**src/rtl/core/trir_pkg.sv**
```systemverilog
// ----------------------------------------------------------------------------
// trir_pkg
// shared types, constants and the generator step for the random-in-range core
// ----------------------------------------------------------------------------
package trir_pkg;

    localparam int BOUND_W  = 16;
    localparam int VALUE_W  = 16;
    localparam int RAW_W    = 31;
    localparam int COMP_W   = 32;
    localparam int SPAN_W   = BOUND_W + 1;
    localparam int STEPS    = RAW_W;
    localparam int STEP_W   = $clog2(STEPS);

    localparam logic [COMP_W-1:0] COMP_SEED   = 32'd12345;
    localparam logic [COMP_W-1:0] MASK_ONE    = 32'd4294967294;
    localparam logic [COMP_W-1:0] MASK_TWO    = 32'd4294967288;
    localparam logic [COMP_W-1:0] MASK_THREE  = 32'd4294967280;
    localparam logic [COMP_W-1:0] MASK_FOUR   = 32'd4294967168;

    localparam logic [STEP_W-1:0] LAST_STEP = STEP_W'(STEPS - 1);

    typedef enum logic [1:0] {
        ST_IDLE,
        ST_DIVIDE,
        ST_FINISH
    } trir_state_t;

    // controller to datapath
    typedef struct packed {
        logic load;
        logic step;
        logic emit;
    } trir_cmd_t;

    // datapath to controller
    typedef struct packed {
        logic out_free;
    } trir_status_t;

    typedef struct packed {
        logic [COMP_W-1:0] one;
        logic [COMP_W-1:0] two;
        logic [COMP_W-1:0] three;
        logic [COMP_W-1:0] four;
    } trir_comps_t;

    function automatic trir_comps_t taus_advance(input trir_comps_t z);
        trir_comps_t       n;
        logic [COMP_W-1:0] t;
        t       = ((z.one << 6) ^ z.one) >> 13;
        n.one   = ((z.one & MASK_ONE) << 18) ^ t;
        t       = ((z.two << 2) ^ z.two) >> 27;
        n.two   = ((z.two & MASK_TWO) << 2) ^ t;
        t       = ((z.three << 13) ^ z.three) >> 21;
        n.three = ((z.three & MASK_THREE) << 7) ^ t;
        t       = ((z.four << 3) ^ z.four) >> 12;
        n.four  = ((z.four & MASK_FOUR) << 13) ^ t;
        return n;
    endfunction

endpackage

```
**src/rtl/core/trir_req_if.sv**
```systemverilog
// ----------------------------------------------------------------------------
// trir_req_if
// request channel: two signed bounds with valid/ready
// ----------------------------------------------------------------------------
interface trir_req_if
    import trir_pkg::*;
();
    logic                       valid;
    logic                       ready;
    logic signed [BOUND_W-1:0]  bound_a;
    logic signed [BOUND_W-1:0]  bound_b;

    modport source (output valid, output bound_a, output bound_b, input ready);
    modport sink   (input valid, input bound_a, input bound_b, output ready);
endinterface

```
**src/rtl/core/trir_rsp_if.sv**
```systemverilog
// ----------------------------------------------------------------------------
// trir_rsp_if
// result channel: ranged value and raw generator word with valid/ready
// ----------------------------------------------------------------------------
interface trir_rsp_if
    import trir_pkg::*;
();
    logic                       valid;
    logic                       ready;
    logic signed [VALUE_W-1:0]  value;
    logic        [RAW_W-1:0]    raw;

    modport source (output valid, output value, output raw, input ready);
    modport sink   (input valid, input value, input raw, output ready);
endinterface

```
**src/rtl/core/trir_ctrl.sv**
```systemverilog
// ----------------------------------------------------------------------------
// trir_ctrl
// sequencer: accept, 31 remainder steps, hand result to output register
// ----------------------------------------------------------------------------
module trir_ctrl
    import trir_pkg::*;
(
    input  logic         clk,
    input  logic         rst_n,
    input  logic         in_valid,
    output logic         in_ready,
    input  trir_status_t status,
    output trir_cmd_t    cmd
);

    trir_state_t        state_reg, state_next;
    logic [STEP_W-1:0]  cnt_reg, cnt_next;

    always_ff @(posedge clk or negedge rst_n)
    begin
        if (!rst_n)
        begin
            state_reg <= ST_IDLE;
            cnt_reg   <= '0;
        end
        else
        begin
            state_reg <= state_next;
            cnt_reg   <= cnt_next;
        end
    end

    // next state
    always_comb
    begin
        state_next = state_reg;
        cnt_next   = cnt_reg;
        case (state_reg)
            ST_IDLE:
            begin
                cnt_next = '0;
                if (in_valid)
                begin
                    state_next = ST_DIVIDE;
                end
            end
            ST_DIVIDE:
            begin
                cnt_next = cnt_reg + 1'b1;
                if (cnt_reg == LAST_STEP)
                begin
                    state_next = ST_FINISH;
                end
            end
            ST_FINISH:
            begin
                if (status.out_free)
                begin
                    state_next = ST_IDLE;
                end
            end
            default:
            begin
                state_next = ST_IDLE;
            end
        endcase
    end

    // outputs
    always_comb
    begin
        in_ready = 1'b0;
        cmd      = '0;
        case (state_reg)
            ST_IDLE:
            begin
                in_ready = 1'b1;
                cmd.load = in_valid;
            end
            ST_DIVIDE:
            begin
                cmd.step = 1'b1;
            end
            ST_FINISH:
            begin
                cmd.emit = status.out_free;
            end
            default:
            begin
                in_ready = 1'b0;
            end
        endcase
    end

endmodule

```
**src/rtl/core/trir_datapath.sv**
```systemverilog
// ----------------------------------------------------------------------------
// trir_datapath
// generator words, bound ordering, restoring remainder and output register
// ----------------------------------------------------------------------------
module trir_datapath
    import trir_pkg::*;
(
    input  logic                       clk,
    input  logic                       rst_n,
    input  trir_cmd_t                  cmd,
    output trir_status_t               status,
    input  logic signed [BOUND_W-1:0]  bound_a,
    input  logic signed [BOUND_W-1:0]  bound_b,
    output logic                       out_valid,
    input  logic                       out_ready,
    output logic signed [VALUE_W-1:0]  out_value,
    output logic        [RAW_W-1:0]    out_raw
);

    trir_comps_t               comps_reg;
    trir_comps_t               comps_adv;
    logic signed [BOUND_W-1:0] lo_reg;
    logic        [SPAN_W-1:0]  span_reg;
    logic        [RAW_W-1:0]   raw_reg;
    logic        [RAW_W-1:0]   shift_reg;
    logic        [SPAN_W-1:0]  rem_reg;
    logic                      out_valid_reg;
    logic signed [VALUE_W-1:0] out_value_reg;
    logic        [RAW_W-1:0]   out_raw_reg;

    logic signed [BOUND_W-1:0] lo_sel, hi_sel;
    logic        [SPAN_W-1:0]  span_next;
    logic        [COMP_W-1:0]  mix;
    logic        [SPAN_W:0]    trial;
    logic        [SPAN_W:0]    diff;
    logic        [SPAN_W-1:0]  rem_next;

    assign comps_adv = taus_advance(comps_reg);
    assign mix       = comps_adv.one ^ comps_adv.two ^ comps_adv.three ^ comps_adv.four;

    // order the bounds, span = hi - lo + 1 in 1..65536
    always_comb
    begin
        if (bound_b < bound_a)
        begin
            lo_sel = bound_b;
            hi_sel = bound_a;
        end
        else
        begin
            lo_sel = bound_a;
            hi_sel = bound_b;
        end
        span_next = SPAN_W'({hi_sel[BOUND_W-1], hi_sel})
                  - SPAN_W'({lo_sel[BOUND_W-1], lo_sel})
                  + SPAN_W'(1);
    end

    // one restoring step: bring in next raw bit, subtract span if it fits
    always_comb
    begin
        trial = {rem_reg, shift_reg[RAW_W-1]};
        diff  = trial - {1'b0, span_reg};
        if (!diff[SPAN_W])
        begin
            rem_next = diff[SPAN_W-1:0];
        end
        else
        begin
            rem_next = trial[SPAN_W-1:0];
        end
    end

    always_ff @(posedge clk or negedge rst_n)
    begin
        if (!rst_n)
        begin
            comps_reg     <= '{one: COMP_SEED, two: COMP_SEED,
                               three: COMP_SEED, four: COMP_SEED};
            out_valid_reg <= 1'b0;
        end
        else
        begin
            if (cmd.load)
            begin
                comps_reg <= comps_adv;
            end
            if (cmd.emit)
            begin
                out_valid_reg <= 1'b1;
            end
            else if (out_ready)
            begin
                out_valid_reg <= 1'b0;
            end
        end
    end

    always_ff @(posedge clk)
    begin
        if (cmd.load)
        begin
            lo_reg    <= lo_sel;
            span_reg  <= span_next;
            raw_reg   <= mix[COMP_W-1:1];
            shift_reg <= mix[COMP_W-1:1];
            rem_reg   <= '0;
        end
        else if (cmd.step)
        begin
            rem_reg   <= rem_next;
            shift_reg <= {shift_reg[RAW_W-2:0], 1'b0};
        end
        if (cmd.emit)
        begin
            out_value_reg <= lo_reg + $signed(rem_reg[VALUE_W-1:0]);
            out_raw_reg   <= raw_reg;
        end
    end

    assign status.out_free = !out_valid_reg || out_ready;
    assign out_valid       = out_valid_reg;
    assign out_value       = out_value_reg;
    assign out_raw         = out_raw_reg;

endmodule

```
**src/rtl/core/tausworthe_random_in_range_core.sv**
```systemverilog
// ----------------------------------------------------------------------------
// tausworthe_random_in_range_core
// combined four-word tausworthe generator with reduction into a signed range
// ----------------------------------------------------------------------------
//
//  channel | dir | payload                         | transfer when
//  --------+-----+---------------------------------+---------------------
//  req     | in  | bound_a, bound_b (s16)          | req.valid & req.ready
//  rsp     | out | value (s16), raw (u31)          | rsp.valid & rsp.ready
//
//  a request is accepted, then 31 restoring remainder steps run
//  (one raw bit per cycle in the datapath), then the result is loaded into the output register
//  req.ready is high only while the sequencer is idle; a new request is taken
//  while an earlier result still waits in the output register
//  a stalled result holds the sequencer in its finish step until rsp drains
//  reset loads all four generator words with 12345 and empties the output
//
module tausworthe_random_in_range_core
    import trir_pkg::*;
(
    input  logic        clk,
    input  logic        rst_n,
    trir_req_if.sink    req,
    trir_rsp_if.source  rsp
);

    trir_cmd_t    cmd;
    trir_status_t status;

    // sequencer: owns the step count and the handshake on the request side
    trir_ctrl u_ctrl (
        .clk      (clk),
        .rst_n    (rst_n),
        .in_valid (req.valid),
        .in_ready (req.ready),
        .status   (status),
        .cmd      (cmd)
    );

    // datapath: generator advances once per accepted request, the raw word
    // is reduced modulo the span bit by bit, then lo is added back
    trir_datapath u_datapath (
        .clk       (clk),
        .rst_n     (rst_n),
        .cmd       (cmd),
        .status    (status),
        .bound_a   (req.bound_a),
        .bound_b   (req.bound_b),
        .out_valid (rsp.valid),
        .out_ready (rsp.ready),
        .out_value (rsp.value),
        .out_raw   (rsp.raw)
    );

endmodule

```
**src/flat_wrapper.sv**
```systemverilog
// flat-port wrapper written by rule: the top's interface ports become plain ports
module tausworthe_random_in_range_core_flat import trir_pkg::*;
  (clk, rst_n, req_valid, req_bound_a, req_bound_b, req_ready, rsp_valid, rsp_value, rsp_raw, rsp_ready);
  trir_req_if req_i ();
  trir_rsp_if rsp_i ();
  input  logic clk;
  input  logic rst_n;
  input wire logic [$bits(req_i.valid)-1:0] req_valid;
  input wire logic [$bits(req_i.bound_a)-1:0] req_bound_a;
  input wire logic [$bits(req_i.bound_b)-1:0] req_bound_b;
  output wire logic [$bits(req_i.ready)-1:0] req_ready;
  output wire logic [$bits(rsp_i.valid)-1:0] rsp_valid;
  output wire logic [$bits(rsp_i.value)-1:0] rsp_value;
  output wire logic [$bits(rsp_i.raw)-1:0] rsp_raw;
  input wire logic [$bits(rsp_i.ready)-1:0] rsp_ready;
  assign req_i.valid = req_valid;
  assign req_i.bound_a = req_bound_a;
  assign req_i.bound_b = req_bound_b;
  assign req_ready = req_i.ready;
  assign rsp_valid = rsp_i.valid;
  assign rsp_value = rsp_i.value;
  assign rsp_raw = rsp_i.raw;
  assign rsp_i.ready = rsp_ready;
  tausworthe_random_in_range_core u_core (.clk(clk), .rst_n(rst_n), .req(req_i), .rsp(rsp_i));
endmodule
```
**config.mk**
```make
export PLATFORM = sky130hd
export DESIGN_NAME = tausworthe_random_in_range_core_flat
export DESIGN_NICKNAME = d
export VERILOG_FILES = /design/src/rtl/core/trir_pkg.sv /design/src/rtl/core/trir_req_if.sv /design/src/rtl/core/trir_rsp_if.sv /design/src/rtl/core/trir_ctrl.sv /design/src/rtl/core/trir_datapath.sv /design/src/rtl/core/tausworthe_random_in_range_core.sv /design/src/flat_wrapper.sv
export SDC_FILE = /design/constraint.sdc
export NUM_CORES = 1
export LEC_CHECK = 0
export ABC_CLOCK_PERIOD_IN_PS = 3290
export BUFFER_PORTS_ARGS = -buffer_cell sky130_fd_sc_hd__clkbuf_2
export CORE_MARGIN = 2
export CORE_UTILIZATION = 60
export DETAILED_ROUTE_END_ITERATION = 10
export GPL_TIMING_DRIVEN = 0
export HOLD_SLACK_MARGIN = 0.12
export PLACE_DENSITY = 0.78
export SLEW_MARGIN = 20
export SYNTH_ARGS = -nofsm -noshare
export SYNTH_HDL_FRONTEND = slang
export SYNTH_HIERARCHICAL = 1
export SYNTH_SLANG_ARGS = --single-unit
export TNS_END_PERCENT = 1
```
**constraint.sdc**
```tcl
create_clock -name clk -period 3.29 [get_ports clk]
set_clock_uncertainty 0.1 [all_clocks]
set_input_delay 0.4935 -clock clk [delete_from_list [all_inputs] [get_ports clk]]
set_output_delay 0.4935 -clock clk [all_outputs]
set_load 0.02 [all_outputs]
```
# After elaboration in Yosys (flattened, before gate mapping)
# Index checks and enable logic that the tools add are counted.
[classes] addsub=5 order_cmp=1 eq_ne=6 muxes=16 bitwise=11 n_reduce_logical=7
[op_table] cell="XOR 32 bit" count=7
[op_table] cell="two-way mux 31 bit" count=2
[op_table] cell="two-way mux 16 bit" count=2
[op_table] cell="XOR 32 x 11 -> 32 bit" count=1
[op_table] cell="XOR 32 x 19 -> 32 bit" count=1
[op_table] cell="XOR 32 x 20 -> 32 bit" count=1
[op_table] cell="XOR 32 x 5 -> 32 bit" count=1
[op_table] cell="subtractor 18 x 17 -> 18 bit" count=1
[op_table] cell="adder 17 x 1 -> 17 bit, second input constant" count=1
[op_table] cell="two-way mux 17 bit" count=1
[op_table] cell="subtractor 16 x 16 -> 17 bit" count=1
[op_table] cell="adder 16 bit" count=1
[op_table] cell="< comparator 16 bit" count=1
[op_table] cell="case mux 5 bit (2 select lines)" count=1
[op_table] cell="two-way mux 1 bit" count=6
[op_table] cell="two-way mux 2 bit" count=3
[op_table] cell="!= test 2 bit, second input constant" count=3
[op_table] cell="case mux 2 bit (3 select lines)" count=1
[op_table] cell="nonzero test 2 bit" count=3
[op_table] cell="adder 5 x 1 -> 5 bit, second input constant" count=1
[op_table] cell="== test 5 bit, second input constant" count=1
[op_table] cell="AND reduction 3 bit" count=1
[op_table] cell="== test 2 x 1 -> 1 bit, second input constant" count=1
[op_table] cell="== test 2 bit, second input constant" count=1
[op_table] cell="other kinds (3)" count=3
[word_totals] ff_bits=295 inputBits=36 output_inout_bits=49 word_cells=60

# Depth between registers and ports, before layout
[depth] depth_word=6 mapped_depth=21 ltp_nobuf=19

# Modules after synthesis
# Netlist, hierarchy kept.
[by_module_without_submodules] mod="trir_datapath" instances=1 cells_per_inst=1140 area_each_um2=14031.0 seq_area_each_um2=7477.2
[by_module_without_submodules] mod="trir_ctrl" instances=1 cells_per_inst=36 area_each_um2=366.6 seq_area_each_um2=175.2

# Least setup slack after synthesis
# Ideal clock, no wire load.
[synth_timing] path_type="input -> register" from="input port req_bound_a[5]" to="register u_core.u_datapath.span_reg[14], data pin" setup_time_ns=0.259 arrival_time_ns=3.795 required_ns=2.931 setup_slack_ns=-0.864 stages=17 path_buffers=2 cell_sequence="inv_1 > ha_1 > o2111a_1 > o31ai_1 > a2111o_1 > a21boi_1 > clkbuf_1 > clkbuf_1 > o22ai_1 > ha_1 > a21oi_1 > a21oi_1 > nor3_1 > o21ai_1 > o21a_1 > o211a_1 > xor2_1"
[synth_via] elab_chain_len=4 word_cells_on_any_way=5 classes_between="add/sub (2); order compare (1); mux (2)"
[synth_lines] item="from (decl)" line="flat_wrapper.sv:9" rtl="input wire logic [$bits(req_i.bound_a)-1:0] req_bound_a;"
[synth_lines] item="< comparator 16 bit" line="trir_datapath.sv:44" rtl="if (bound_b < bound_a)"
[synth_lines] item="two-way mux 16 bit" line="trir_datapath.sv:44"
[synth_lines] item="subtractor 16 x 16 -> 17 bit (*)" line="trir_datapath.sv:55" rtl="- SPAN_W'({lo_sel[BOUND_W-1], lo_sel})"
[synth_lines] item="adder 17 x 1 -> 17 bit (*)" line="trir_datapath.sv:56" rtl="+ SPAN_W'(1);"
[synth_lines] item="named net u_core.u_datapath.span_next[14]" line="trir_datapath.sv:32" rtl="logic [SPAN_W-1:0] span_next;"
[synth_lines] item="to (signal assigned)" line="trir_datapath.sv:104" rtl="span_reg <= span_next;"
[synth_lines] item="to (decl)" line="trir_datapath.sv:23" rtl="logic [SPAN_W-1:0] span_reg;"
# Mark *: on every way through the listed nets, which the timed path passes. The rest lies on a longest branch.
# A chain may end at the register's enable or synchronous reset.

# Worst setup path in the final report
[layout_timing] from="input port req_bound_a[1]" to="register u_core.u_datapath.span_reg[13], data pin"
# The elaborated chain is that of the path after synthesis.

==> flow_summary.json <==
{
  "ys_warn_count": 6,
  "drc_errors": 0,
  "min_path_type": "in -> reg",
  "clk_pin_slew_ns": 0.06,
  "fin_crit_sh": 1.12,
  "grt_max_degree": 85,
  "die_w_um": 159,
  "rrSetupSlack_ns": 0.01,
  "fin_nets": 1422,
  "synth_cell_type_count": 76,
  "fmax_mhz": 271,
  "grt_pass1_vias": 9209,
  "clk_path_buf_depth": 3,
  "regArea_sq_um": 7650,
  "worst-endpoint-arrival_ns": 3.89,
  "htreeDepth": 1,
  "num_vias": 9568,
  "crit_path_end_kind": "register",
  "rsz0062_at_grt": "true",
  "startpoint": "req_bound_a[1]",
  "cap_violations": 0,
  "slew_headroom": 0.316,
  "p_total_uw": 20200,
  "reg2reg_depth": 6,
  "port_buffers": 84,
  "synthesis.nets": 1282,
  "rows": 56,
  "drive_gt1_frac": 0.263,
  "required_ns": 3.49,
  "layout_common_cells": "xnor2_1, edfxtp_1, dfrtp_1, mux2_2",
  "timing.rr.start": "u_core/u_ctrl/state_reg[1]",
  "setup_viol": 10,
  "synth-main-ff-cell": "edfxtp_1",
  "die_area_sq_um": 25300,
  "worstHoldEndpoint": "u_core/u_datapath/out_valid",
  "synth_top_area_share": 0.296,
  "report.final.slew_viol_count": 0,
  "cts_buffers": 27,
  "period_needed_ns": 3.69,
  "violations": "negative setup slack",
  "async_flop_share": 0.432,
  "holdPathStages": 3,
  "via_per_inst": 5.78,
  "gr-total-overflow": 0,
  "detailed_place_hpwl_mm": 22.7,
  "synthCells": 1176,
  "fillers": 1599,
  "syn_area_sq_um": 14400,
  "finalWirelength_mm": 32.3,
  "final_common_cell": "xnor2_1",
  "drtIter0Drc": 940,
  "p_leak_uw": 0.00673,
  "drt-wirelength-per-cell_um": 19.5,
  "synth-edff-count": 142,
  "crit_fanout": 7,
  "core-area_sq_um": 23500,
  "criticalPathCategory": "in -> reg",
  "clk_latency_ns": 0.55,
  "yosysTopAreaCell": "edfxtp_1",
  "track_usage": 0.254,
  "root_buffer": "clkbuf_16",
  "hold_violations": 0,
  "drtPass1Iterations": 5,
  "ys_ff_latch": 280,
  "diodes": 0,
  "hold-worst-slack_ns": 0.171,
  "outcome": "finished with violations",
  "gp_congestion": 0.909,
  "hold_start": "rsp_ready",
  "antenna_left": 0,
  "cts_tree": "built",
  "syn_area_per_cell_sq_um": 12.2,
  "max_slew.worst_pin.slew_ns": 1.03,
  "num_io_pins": 85,
  "area.growth.synth_to_final_pct": 16.9,
  "cts_sinks": 280,
  "antenna_found_initial": 0,
  "largest_reg_flops": 113,
  "start_util": 0.612,
  "critPathLaunchType": "input port",
  "grt_pass1_wl_mm": 50.7,
  "power.density_nw_per_um2": 1200,
  "ir_worst_vdd_mv": 0.598,
  "timing.rr.end": "u_core/u_datapath/shift_reg[2]",
  "yosys-top-cells-area": "edfxtp_1, dfrtp_1, xnor2_1",
  "postLayoutSetupSlackWorst_ns": -0.404,
  "multi_input_area_sq_um": 6620,
  "ys_seq_area_frac": 0.532,
  "die_h_um": 159
}
-- cells in the mapped netlist (all sizes together) (4+ instances only) --
master / n
xnor2: 143
edfxtp: 142
mux2: 119
dfrtp: 105
nor2: 76
a21oi: 75
ha: 67
inv: 54
nand2: 46
xor2: 38
o21ai: 29
clkbuf: 26
nand2b: 26
nand3: 20
a21o: 19
dfxtp: 17
a211oi: 16
dfstp: 16
mux2i: 13
buf: 11
o22ai: 10
nor2b: 8
and3: 7
o21a: 7
nor3: 6
o211ai: 5
o311ai: 5
a31oi: 4
and2: 4
nand4: 4
-- worst max path at each step --
stage	endpoint	slack, ns	cells past startpoint
after global placement	u_core/u_datapath/span_reg[13]	-1.03	22
after CTS	u_core/u_datapath/span_reg[13]	-0.32	22
after floorplan	u_core/u_datapath/span_reg[13]	-0.39	20
final	u_core/u_datapath/span_reg[13]	-0.40	22
after detailed placement	u_core/u_datapath/span_reg[13]	-1.06	22
after global routing	u_core/u_datapath/span_reg[13]	-0.50	21
-- kinds of logic (layout without fill, tap and decap cells) --
| group | after synthesis | after routing | share of synthesized area |
|---|---|---|---|
| buffers and inverters | 91 | 252 | 0.0254 |
| multiplexers | 132 | 132 | 0.102 |
| adder cells (fa/ha/maj) | 70 | 70 | 0.0624 |
| AO/OA/AOI/OAI | 205 | 205 | 0.0943 |
| XOR/XNOR | 181 | 181 | 0.111 |
| AND/OR/NAND/NOR | 217 | 217 | 0.0737 |
| flip-flops | 280 | 280 | 0.532 |
-- timing repair --
item,CTS,global route
hold endpoints to repair,37,0
buffers inserted,17,9
hold buffers,1,0
gates resized for setup,40,38
pin swaps,21,25
setup endpoints to repair,53,92
-- report_power, final --
part | leakage, uW | internal (uW) | total, uW | switching (uW)
Sequential | 0.00287 | 6020 | 7280 | 1250
Clock | 0.000448 | 1950 | 3330 | 1380
Combinational | 0.00341 | 4220 | 9620 | 5400
-- final cells by class --
class,count,area share
buffer,36,0.0120
clock buffer,29,0.0412
clock inverter,21,0.0163
inverter,54,0.0129
multi-input combinational,805,0.393
sequential,280,0.455
tap,319,0.0237
timing repair buffer,112,0.0461
-- worst max-delay path, stage by stage --
cell       delay [ns]
clkbuf_16        0.11
inv_8            0.03
ha_4             0.27
nand2b_4         0.06
a21oi_4          0.14
o31ai_2          0.08
a2111o_1         0.41
a21boi_2         0.21
buf_8            0.16
buf_12           0.13
nand3b_1         0.08
o21ai_1          0.10
ha_2             0.23
inv_2            0.05
fa_2             0.34
nor2b_1          0.20
o21a_1           0.18
o21ai_2          0.07
nand2_2          0.09
a32oi_2          0.14
nor2b_2          0.18
xnor2_1          0.12
-- metrics by stage --
| step | std cells | TNS, ns | util | cell area (sq um) | worst slack [ns] |
|---|---|---|---|---|---|
| 2_1_floorplan | 1176 | -2.71 | - | 14500 | -0.393 |
| 3_3_place_gp | 1579 | -42.67 | 0.651 | 15300 | -1.03 |
| 3_5_place_dp | 1580 | -18.87 | 0.653 | 15400 | -1.06 |
| 4_1_cts | 1648 | -2.10 | 0.708 | 16700 | -0.315 |
| 5_1_grt | 1656 | -6.86 | 0.715 | 16800 | -0.501 |
| 6_report | 1656 | -2.52 | 0.715 | 16800 | -0.404 |
-- layer usage --
layer,GRT usage,routed length [um],vias up
met5,0,0,-
met4,0.0661,772,0
met3,0.0392,2280,60
met2,0.381,14200,347
met1,0.391,15000,4656
li1,-,-,4505
Note: power is estimated with default switching activity, not from simulation.
